===== src/kdse_pkg.sv =====
// Shared types and constants for the k distinct sum enumerator.
package kdse_pkg;

   localparam int DEF_VALUE_BITS = 10;
   localparam int DEF_MAX_TERMS  = 5;
   localparam int GOAL_BITS      = 13;
   localparam int TERM_BITS      = 10;
   localparam int OUT_TERMS      = 5;
   localparam int TC_BITS        = 3;
   localparam int CSR_IDX_BITS   = 2;

   localparam logic [TC_BITS-1:0] TC_RESET = 3'd2;

   localparam logic [CSR_IDX_BITS-1:0] CSR_TERM_COUNT = 2'd0;
   localparam logic [CSR_IDX_BITS-1:0] CSR_RANGE_LOW  = 2'd1;
   localparam logic [CSR_IDX_BITS-1:0] CSR_RANGE_HIGH = 2'd2;

   typedef struct packed {
      logic                 mode;
      logic [GOAL_BITS-1:0] target_sum;
   } req_type;

   typedef struct packed {
      logic                 found;
      logic                 exhausted;
      logic [TERM_BITS-1:0] term_a;
      logic [TERM_BITS-1:0] term_b;
      logic [TERM_BITS-1:0] term_c;
      logic [TERM_BITS-1:0] term_d;
      logic [TERM_BITS-1:0] term_e;
   } rsp_type;

   // Controller to datapath commands.
   typedef struct packed {
      logic start;
      logic adv_init;
      logic adv_sel;
      logic eval;
      logic pos_wr;
      logic descend;
      logic ascend;
      logic out_load;
      logic out_found;
   } cmd_type;

   // Datapath to controller status.
   typedef struct packed {
      logic ok;
      logic at_last;
      logic at_first;
   } status_type;

endpackage


===== src/kdse_ctrl.sv =====
// Sequencing state machine: walks the search levels and hands results out.
module kdse_ctrl import kdse_pkg::*; (
   input  logic       clock,
   input  logic       reset,
   input  logic       req_fire,
   input  logic       req_mode,
   input  logic       csr_hit,
   input  logic       rsp_ready,
   input  status_type status,
   output logic       req_ready,
   output logic       rsp_valid,
   output cmd_type    cmd
);

   localparam logic [1:0] S_IDLE  = 2'd0;
   localparam logic [1:0] S_EVAL  = 2'd1;
   localparam logic [1:0] S_CHECK = 2'd2;
   localparam logic [1:0] S_RESP  = 2'd3;

   logic [1:0] state_ff, state_in;
   logic       fill_ff, fill_in;
   logic       result_ff, result_in;
   logic       searching_ff, searching_in;
   logic       rsp_valid_ff, rsp_valid_in;

   always_comb begin
      state_in     = state_ff;
      fill_in      = fill_ff;
      result_in    = result_ff;
      searching_in = searching_ff;
      cmd          = '0;
      req_ready    = 1'b0;
      case (state_ff)
         S_IDLE: begin
            req_ready = 1'b1;
            if (req_fire) begin
               if (!req_mode) begin
                  cmd.start = 1'b1;
                  fill_in   = 1'b1;
                  state_in  = S_EVAL;
               end else if (searching_ff) begin
                  cmd.adv_init = 1'b1;
                  fill_in      = 1'b0;
                  state_in     = S_EVAL;
               end else begin
                  result_in = 1'b0;
                  state_in  = S_RESP;
               end
            end
         end
         S_EVAL: begin
            cmd.eval    = 1'b1;
            cmd.adv_sel = !fill_ff;
            state_in    = S_CHECK;
         end
         S_CHECK: begin
            if (status.ok) begin
               cmd.pos_wr = 1'b1;
               if (status.at_last) begin
                  result_in = 1'b1;
                  state_in  = S_RESP;
               end else begin
                  cmd.descend = 1'b1;
                  fill_in     = 1'b1;
                  state_in    = S_EVAL;
               end
            end else if (fill_ff || status.at_first) begin
               result_in = 1'b0;
               state_in  = S_RESP;
            end else begin
               cmd.ascend = 1'b1;
               state_in   = S_EVAL;
            end
         end
         S_RESP: begin
            if (!rsp_valid_ff || rsp_ready) begin
               cmd.out_load  = 1'b1;
               cmd.out_found = result_ff;
               searching_in  = result_ff;
               state_in      = S_IDLE;
            end
         end
         default: begin
            state_in = S_IDLE;
         end
      endcase
      if (csr_hit) begin
         searching_in = 1'b0;
      end
   end

   always_comb begin
      if (cmd.out_load) begin
         rsp_valid_in = 1'b1;
      end else if (rsp_ready) begin
         rsp_valid_in = 1'b0;
      end else begin
         rsp_valid_in = rsp_valid_ff;
      end
   end

   always_ff @(posedge clock) begin
      if (reset) begin
         state_ff     <= S_IDLE;
         fill_ff      <= 1'b0;
         result_ff    <= 1'b0;
         searching_ff <= 1'b0;
         rsp_valid_ff <= 1'b0;
      end else begin
         state_ff     <= state_in;
         fill_ff      <= fill_in;
         result_ff    <= result_in;
         searching_ff <= searching_in;
         rsp_valid_ff <= rsp_valid_in;
      end
   end

   assign rsp_valid = rsp_valid_ff;

endmodule


===== src/kdse_datapath.sv =====
// Position registers, remaining-sum arithmetic, config registers and result register.
module kdse_datapath import kdse_pkg::*; #(
   parameter int VALUE_BITS = DEF_VALUE_BITS,
   parameter int MAX_TERMS  = DEF_MAX_TERMS
) (
   input  logic                    clock,
   input  logic                    reset,
   input  logic                    csr_hit,
   input  logic [CSR_IDX_BITS-1:0] csr_index,
   input  logic [VALUE_BITS-1:0]   csr_wdata,
   input  req_type                 req_data,
   input  cmd_type                 cmd,
   output status_type              status,
   output rsp_type                 rsp_data
);

   localparam int LVL_W = $clog2(MAX_TERMS);
   localparam int REM_W = ((GOAL_BITS > VALUE_BITS + 4) ? GOAL_BITS : VALUE_BITS + 4) + 5;
   localparam int VIS   = (MAX_TERMS < OUT_TERMS) ? MAX_TERMS : OUT_TERMS;

   logic [TC_BITS-1:0]    term_count_ff;
   logic [VALUE_BITS-1:0] lo_ff, hi_ff;
   logic [VALUE_BITS-1:0] pos_ff [MAX_TERMS];
   logic [LVL_W-1:0]      lvl_ff;
   logic signed [REM_W-1:0] rem_ff;
   logic signed [REM_W-1:0] cand_ff, cand_in;
   logic                  okpre_ff, okpre_in;
   rsp_type               rsp_ff, rsp_in;

   logic [LVL_W-1:0]      n_last, r_val, prev_idx;
   logic [VALUE_BITS:0]   m_val, mm_val;
   logic [REM_W-1:0]      r_w, tri_lo_w, tri_hi_w;
   logic signed [REM_W-1:0] r_s, r1_s, hi_s, mm_s, maxrest_s, c_s, prod_s;
   logic                  ok;
   logic [TERM_BITS-1:0]  terms [OUT_TERMS];

   // Clamp the term count into the supported span.
   always_comb begin
      if (term_count_ff < 3'd2) begin
         n_last = LVL_W'(1);
      end else if (int'(term_count_ff) > MAX_TERMS) begin
         n_last = LVL_W'(MAX_TERMS - 1);
      end else begin
         n_last = LVL_W'(term_count_ff - 3'd1);
      end
   end

   assign r_val    = n_last - lvl_ff;
   assign prev_idx = (lvl_ff == '0) ? '0 : lvl_ff - 1'b1;

   // Lower bound for this level.
   always_comb begin
      if (cmd.adv_sel) begin
         m_val = {1'b0, pos_ff[lvl_ff]} + 1'b1;
      end else if (lvl_ff == '0) begin
         m_val = {1'b0, lo_ff};
      end else begin
         m_val = {1'b0, pos_ff[prev_idx]} + 1'b1;
      end
      mm_val = (m_val > {1'b0, lo_ff}) ? m_val : {1'b0, lo_ff};
   end

   assign r_w       = REM_W'(r_val);
   assign tri_lo_w  = (r_w * (r_w - 1'b1)) >> 1;
   assign tri_hi_w  = (r_w * (r_w + 1'b1)) >> 1;
   assign r_s       = $signed(r_w);
   assign r1_s      = $signed(r_w + 1'b1);
   assign hi_s      = $signed(REM_W'(hi_ff));
   assign mm_s      = $signed(REM_W'(mm_val));
   assign maxrest_s = r_s * hi_s - $signed(tri_lo_w);
   assign c_s       = rem_ff - maxrest_s;

   // First half of the level test: smallest candidate that can still complete.
   always_comb begin
      if (r_val == '0) begin
         cand_in  = rem_ff;
         okpre_in = (rem_ff >= mm_s) && (rem_ff <= hi_s);
      end else begin
         cand_in  = (mm_s > c_s) ? mm_s : c_s;
         okpre_in = 1'b1;
      end
   end

   // Second half: room above and minimum completion sum.
   assign prod_s = r1_s * cand_ff;
   assign ok     = okpre_ff && ((r_val == '0) ||
                   ((cand_ff + r_s <= hi_s) && (prod_s + $signed(tri_hi_w) <= rem_ff)));

   assign status.ok       = ok;
   assign status.at_last  = (lvl_ff == n_last);
   assign status.at_first = (lvl_ff == '0);

   always_ff @(posedge clock) begin
      if (reset) begin
         term_count_ff <= TC_RESET;
         lo_ff         <= '0;
         hi_ff         <= '1;
      end else if (csr_hit) begin
         case (csr_index)
            CSR_TERM_COUNT: term_count_ff <= csr_wdata[TC_BITS-1:0];
            CSR_RANGE_LOW:  lo_ff         <= csr_wdata;
            CSR_RANGE_HIGH: hi_ff         <= csr_wdata;
            default: begin
            end
         endcase
      end
   end

   always_ff @(posedge clock) begin
      if (cmd.eval) begin
         cand_ff  <= cand_in;
         okpre_ff <= okpre_in;
      end
      if (cmd.pos_wr) begin
         pos_ff[lvl_ff] <= cand_ff[VALUE_BITS-1:0];
      end
      if (cmd.start) begin
         rem_ff <= $signed(REM_W'(req_data.target_sum));
         lvl_ff <= '0;
      end else if (cmd.adv_init) begin
         lvl_ff <= n_last;
      end else if (cmd.descend) begin
         rem_ff <= rem_ff - cand_ff;
         lvl_ff <= lvl_ff + 1'b1;
      end else if (cmd.ascend) begin
         rem_ff <= rem_ff + $signed(REM_W'(pos_ff[prev_idx]));
         lvl_ff <= prev_idx;
      end
   end

   // Result beat: terms beyond the active count, and all terms of an exhausted beat, read as zero.
   always_comb begin
      for (int j = 0; j < OUT_TERMS; j++) begin
         terms[j] = '0;
      end
      for (int j = 0; j < VIS; j++) begin
         if (cmd.out_found && (LVL_W'(j) <= n_last)) begin
            terms[j] = TERM_BITS'(pos_ff[j]);
         end
      end
      rsp_in.found     = cmd.out_found;
      rsp_in.exhausted = !cmd.out_found;
      rsp_in.term_a    = terms[0];
      rsp_in.term_b    = terms[1];
      rsp_in.term_c    = terms[2];
      rsp_in.term_d    = terms[3];
      rsp_in.term_e    = terms[4];
   end

   always_ff @(posedge clock) begin
      if (cmd.out_load) begin
         rsp_ff <= rsp_in;
      end
   end

   assign rsp_data = rsp_ff;

endmodule


===== src/k_distinct_sum_enumerator.sv =====
// Each level visit runs a candidate state, then a check state; a start visits up to the
// clamped term count of levels, an advance up to twice that less one (climb, then refill),
// none unsearched. The result beat loads from the response state after the last visit.
// One request in flight: the next is taken once the result beat loads, which waits while
// the result register still holds an untaken beat.
// Reset (synchronous, active high) restores register defaults and ends any search.
module k_distinct_sum_enumerator import kdse_pkg::*; #(
   parameter int VALUE_BITS = DEF_VALUE_BITS,
   parameter int MAX_TERMS  = DEF_MAX_TERMS
) (
   input  logic                    clock,
   input  logic                    reset,
   input  logic                    req_valid,
   output logic                    req_ready,
   input  req_type                 req_data,
   output logic                    rsp_valid,
   input  logic                    rsp_ready,
   output rsp_type                 rsp_data,
   input  logic                    csr_valid,
   output logic                    csr_ready,
   input  logic [CSR_IDX_BITS-1:0] csr_index,
   input  logic [VALUE_BITS-1:0]   csr_wdata
);

   cmd_type    cmd;
   status_type status;
   logic       req_fire;
   logic       csr_hit;

   // The user must make register writes land only while idle; the block does not enforce it. The port never stalls.
   assign csr_ready = 1'b1;
   assign req_fire  = req_valid && req_ready;

   // A write to a listed register ends the active search; other indexes drop.
   assign csr_hit = csr_valid && ((csr_index == CSR_TERM_COUNT) ||
                                  (csr_index == CSR_RANGE_LOW) ||
                                  (csr_index == CSR_RANGE_HIGH));

   // Controller: owns the handshake, the search flag and the level walk.
   kdse_ctrl u_ctrl (
      .clock     (clock),
      .reset     (reset),
      .req_fire  (req_fire),
      .req_mode  (req_data.mode),
      .csr_hit   (csr_hit),
      .rsp_ready (rsp_ready),
      .status    (status),
      .req_ready (req_ready),
      .rsp_valid (rsp_valid),
      .cmd       (cmd)
   );

   // Datapath: positions, remaining sum, pruning arithmetic and the result beat.
   kdse_datapath #(
      .VALUE_BITS (VALUE_BITS),
      .MAX_TERMS  (MAX_TERMS)
   ) u_datapath (
      .clock     (clock),
      .reset     (reset),
      .csr_hit   (csr_hit),
      .csr_index (csr_index),
      .csr_wdata (csr_wdata),
      .req_data  (req_data),
      .cmd       (cmd),
      .status    (status),
      .rsp_data  (rsp_data)
   );

endmodule


===== config.mk =====
export PLATFORM = sky130hd
export DESIGN_NAME = k_distinct_sum_enumerator
export DESIGN_NICKNAME = d
export VERILOG_FILES = /design/src/kdse_pkg.sv /design/src/kdse_ctrl.sv /design/src/kdse_datapath.sv /design/src/k_distinct_sum_enumerator.sv
export SDC_FILE = /design/constraint.sdc
export NUM_CORES = 1
export LEC_CHECK = 0
export ABC_AREA = 1
export BUFFER_PORTS_ARGS = -buffer_cell sky130_fd_sc_hd__buf_2
export CORE_ASPECT_RATIO = 0.6
export CORE_MARGIN = 5
export CORE_UTILIZATION = 40
export CTS_CLUSTER_SIZE = 24
export DETAILED_ROUTE_END_ITERATION = 10
export PLACE_DENSITY = 0.59
export SETUP_SLACK_MARGIN = 0.1
export SYNTH_ARGS = -nofsm -noshare
export SYNTH_HDL_FRONTEND = slang
export SYNTH_SLANG_ARGS = --single-unit

===== constraint.sdc =====
create_clock -name clock -period 15.1 [get_ports clock]
set_input_delay 1.51 -clock clock [delete_from_list [all_inputs] [get_ports clock]]
set_output_delay 1.51 -clock clock [all_outputs]
set_load 0.005 [all_outputs]

==> results of run 1 <==
-- how the worst max path moves through the flow --
stage / endpoint / slack, ps / cells past startpoint
4_1_cts: u_datapath.rem_ff[18] / 2170 / 66
6_report: u_datapath.rem_ff[18] / 2010 / 66
3_3_place_gp: u_datapath.rem_ff[18] / 2610 / 66
3_5_place_dp: u_datapath.rem_ff[12] / 2230 / 62
2_1_floorplan: u_datapath.rem_ff[12] / 4450 / 66
5_1_grt: u_datapath.rem_ff[18] / 980 / 66
-- flip-flops by register name, indices dropped and copies added (netlist names), 2 cells and up, named ones only --
| register | flops |
|---|---|
| u_ctrl.state_ff | 2 |
| u_datapath.cand_ff | 19 |
| u_datapath.hi_ff | 10 |
| u_datapath.lo_ff | 10 |
| u_datapath.lvl_ff | 3 |
| u_datapath.pos_ff | 50 |
| u_datapath.rem_ff | 19 |
| u_datapath.rsp_data | 52 |
| u_datapath.term_count_ff | 3 |
-- final cells by class --
| type | instances | area, um2 | area share |
|---|---|---|---|
| clock buffers | 17 | 425 | 0.0227 |
| well taps | 570 | 713 | 0.0380 |
| clock inverters | 15 | 184 | 0.00981 |
| repair buffers | 92 | 480 | 0.0256 |
| multi-input cells | 1585 | 10400 | 0.555 |
| flip-flops and latches | 176 | 4870 | 0.260 |
| inverters | 441 | 1660 | 0.0884 |
-- layer usage --
layer | GRT usage | part of all wire | up-vias
met1 | 0.389 | 0.50 | 7430
met5 | 0 | 0 | -
met2 | 0.320 | 0.39 | 683
met3 | 0.0468 | 0.11 | 37
met4 | 0.0317 | 0.0088 | 0
li1 | - | - | 7417
-- worst max-delay path, delay by kind of cell, from the launching register on --
family                     cells  cell delay [ps]
adders and majority gates     14             5910
AOI/OAI and AO/OA             12             2030
xor gates and xnor gates       1              150
and+or+nand+nor               28             3760
DFF                            1              350
buffers and inverters         11              780
-- kinds of logic after synthesis --
kind of cell | share of synthesized area
and+or+nand+nor | 0.200
xor gates and xnor gates | 0.0413
DFF | 0.284
AOI/OAI and AO/OA | 0.131
adders and majority gates | 0.231
buffers and inverters | 0.112
other | 0.000438
-- layout by cell type (no fill, tap or decap), types with 41 or more instances in the layout --
master    instances
buf_2            84
xor2_1           59
fa_1             68
nor2_1          215
nand3_1         103
edfxtp_1        135
a21oi_1         156
inv_1           433
ha_1            208
o21ai_0         132
dfxtp_1          41
nand2_1         418
-- stage by stage --
stage / worst slack, ps / utilization / instances / instance area (um2)
6_report: 2010 / 0.445 / 2896 / 18700
5_1_grt: 983 / 0.445 / 2896 / 18700
4_1_cts: 2170 / 0.445 / 2896 / 18700
3_5_place_dp: 2230 / 0.430 / 2864 / 18100
3_3_place_gp: 2610 / 0.430 / 2864 / 18100
2_1_floorplan: 4450 / - / 2250 / 17200
==> flow_summary.ini, run 1 <==
[sta]
worst_pin_slew_ps = 1150
hold_slack_ps = 496
maxSlewViolCount = 0
max_clock_freq_ghz = 0.0764
setup_violations = 0
fin_crit_sh = 0.867
hold_viol = 0
slew-limit-headroom = 0.233
final.setup.tns_ps = 0
rsz0062_at_grt = false
finClkSkew_ps = 18.2
period_minus_slack_ps = 13090

[global_route]
grt_antenna_before_repair = 1
grt_max_degree = 55
grtUsageTotal = 0.236
grt_remaining_overflow = 0
grt_pass1_wl_um = 85400
grt_pass1_vias = 14100

[hold_path]
hold_depth = 2
worstHoldStart = u_ctrl.result_ff
hold_path_end = u_ctrl.result_ff
hold_path.class = flop to flop

[logic_synthesis]
synth_edf_count = 135
synth.area.top_cells = edfxtp_1 (24%), ha_1 (15%), inv_1 (9.5%), nand2_1 (9.1%), fa_1 (7.9%)
yosysTopAreaCellShare = 0.236
ys.flop_type = edfxtp_1
synthDistinctLibCells = 57
syn_inst = 2245
async_flop_share = 0
synth-seq-cells = 176
synth.largest_area_cell = edfxtp_1
postSynthAreaPerCell_um2 = 7.64
ys_top_cells_by_count = inv_1 (433), nand2_1 (418), nor2_1 (217), ha_1 (208), a21oi_1 (156)
yosysMostFrequentCell = inv_1
ys_seq_area_frac = 0.284
synth_area_mm2 = 0.0172
yosys_warnings = 0

[placed_design]
port_buffers = 84
dp_hpwl_um = 47000
place.gp.congestion = 0.978

[cts]
cts_sinks = 176
cts_made_buffers = 17
hold_buffers = 0
cts_root_buf = clkbuf_16
cts_tree = yes
clk_path_buf_depth = 2
clk_pin_slew_ps = 80
cts_resized = 0
postCtsSetupRepairBufs = 0
htree_levels = 4
clkLatencyLatePin_ps = 460

[routing]
first_iter_violations = 1953
vias_per_cell = 5.38
drt_pre_antenna_iters = 6
drtAntennaViolNets = 0
wl_um = 57000
drc = 0
avgRoutedWirePerCell_um = 19.7
num_vias = 15600

[critical_path]
crit_required_ps = 15490
worstSetupPathType = flop to flop
worstReg2RegEnd = u_datapath.rem_ff[18]
crit_path_end_kind = flop
critPathSlowestCell = fa_1
crit_arrival_ps = 13480
critPathLaunch = u_datapath.term_count_ff[1]
path_max_fanout = 32
rrSetupSlack_ps = 2010
crit_top_cell = nand2_1
critPathMaxStageDelay_ps = 990
rr_startpoint = u_datapath.term_count_ff[1]
cp-start-kind = flop
r2r_cells = 66

[die]
die_h_um = 170
ioPinCount = 86
core_mm2 = 0.0422
dieArea_mm2 = 0.0473
floorplan.initialDensity = 0.407
num_rows = 58
die_width_um = 277

[cells_and_area]
fillers = 4259
area_growth_pct = 9.24
drive_above_1_share = 0.0774
diodes = 0
nets = 2620

[run]
max_cap_violations = 0

[outcome]
status = complete, no violations
Power of run 1 is left out: the tool's default activity adds up to more than one toggle a clock period on the data nets, which glitch-free logic cannot reach.
==> run 2: changes to the inputs <==
CORE_UTILIZATION = 64   (was 40)
PLACE_DENSITY = 0.86   (was 0.59)
==> flow_summary.ini, run 2 (synthesis results as in run 1) <==
[sta]
slew-limit-headroom = 0.302
fin_crit_sh = 0.835
max_clock_freq_ghz = 0.0793
hold_viol = 0
final.setup.tns_ps = 0
finClkSkew_ps = 24.1
worst_slack_ps = 2500
rsz0062_at_grt = false
setup_violations = 0
period_minus_slack_ps = 12600
worst_pin_slew_ps = 1040
hold_slack_ps = 485
maxSlewViolCount = 0

[placed_design]
place_ws_ps = 2850
place.gp.congestion = 1.05
dp_hpwl_um = 42800
port_buffers = 84

[die]
num_rows = 46
floorplan.initialDensity = 0.650
die_width_um = 221
core_mm2 = 0.0264
ioPinCount = 86
dieArea_mm2 = 0.0303
die_h_um = 137

[routing]
vias_per_cell = 6.02
num_vias = 16200
wl_um = 53800
drc = 0
avgRoutedWirePerCell_um = 20.0
drtAntennaViolNets = 0
first_iter_violations = 2336
drt_pre_antenna_iters = 7

[cts]
postCtsSetupRepairBufs = 0
cts_sinks = 176
cts_root_buf = clkbuf_16
cts_tree = yes
cts_made_buffers = 17
clkLatencyLatePin_ps = 450
cts_resized = 0
clk_pin_slew_ps = 80
htree_levels = 4
hold_buffers = 0
clk_path_buf_depth = 2

[global_route]
grt_pass1_wl_um = 82600
grtUsageTotal = 0.351
grt_pass1_vias = 14900
grt_max_degree = 55
grt_antenna_before_repair = 0
grt_remaining_overflow = 0

[hold_path]
hold_depth = 2
hold_path.class = flop to flop

[critical_path]
crit_required_ps = 15280
critPathSlowestCell = fa_1
path_max_fanout = 32
r2r_cells = 64
cp-start-kind = flop
critPathMaxStageDelay_ps = 990
crit_path_end_kind = flop
crit_arrival_ps = 12790
worstSetupPathType = flop to flop
crit_top_cell = nand2_1

[cells_and_area]
seq_area_mm2 = 0.00487
multi_input_area_mm2 = 0.0104
area_growth_pct = 7.87
diodes = 0
drive_above_1_share = 0.0770
final_cell_mix = inv_1 (433), nand2_1 (418), nor2_1 (215), ha_1 (208), a21oi_1 (156)
layout_commonest_cell = inv_1
largest_register_ffs = 52
fillers = 2078
nets = 2620

[run]
max_cap_violations = 0

[outcome]
status = complete, no violations
[run 2: changes by cell type in the layout (fill, tap and decap cells not counted)]
cell	previous run	this run
nor3_2	4	3
clkinv_4	1	0
inv_12	0	3
clkinv_8	6	8
inv_6	5	3
nor3_1	17	18
inv_8	3	1
[run 2: per-layer routing]
layer	up-vias	global-route usage	share of wire
li1	7423	-	-
met1	7405	0.512	0.41
met2	1177	0.501	0.40
met3	161	0.106	0.15
met4	0	0.116	0.038
met5	-	0	0
[run 2: through the flow]
stage,util,instance area (um2),std cells
3_3_place_gp,0.676,17900,2654
2_1_floorplan,-,17200,2250
5_1_grt,0.701,18500,2686
3_5_place_dp,0.676,17900,2654
6_report,0.701,18500,2686
4_1_cts,0.701,18500,2686
[run 2: path summary, 6_finish.rpt]
path / startpoint / slack, ps / to
max: u_datapath.term_count_ff[1] / 2500 / u_datapath.rem_ff[12]
min: u_ctrl.result_ff / 480 / u_ctrl.result_ff
max reg2reg: u_datapath.term_count_ff[1] / 2500 / u_datapath.rem_ff[12]
min reg2reg: u_ctrl.result_ff / 480 / u_ctrl.result_ff
[run 2: critical path: cells and delay by family, from the launching register on]
family / cells / cell delay (ps)
AOI/OAI and AO/OA: 12 / 2120
xor gates and xnor gates: 2 / 260
adders and majority gates: 13 / 5680
buffers and inverters: 13 / 1230
DFF: 1 / 360
and+or+nand+nor: 24 / 2640
[run 2: layout make-up]
class | instances | area share
clock buffers | 17 | 0.0230
clock inverters | 15 | 0.0117
inverters | 441 | 0.0896
multi-input cells | 1585 | 0.562
flip-flops and latches | 176 | 0.263
well taps | 360 | 0.0243
repair buffers | 92 | 0.0260
Power of run 2 is left out for the same reason.
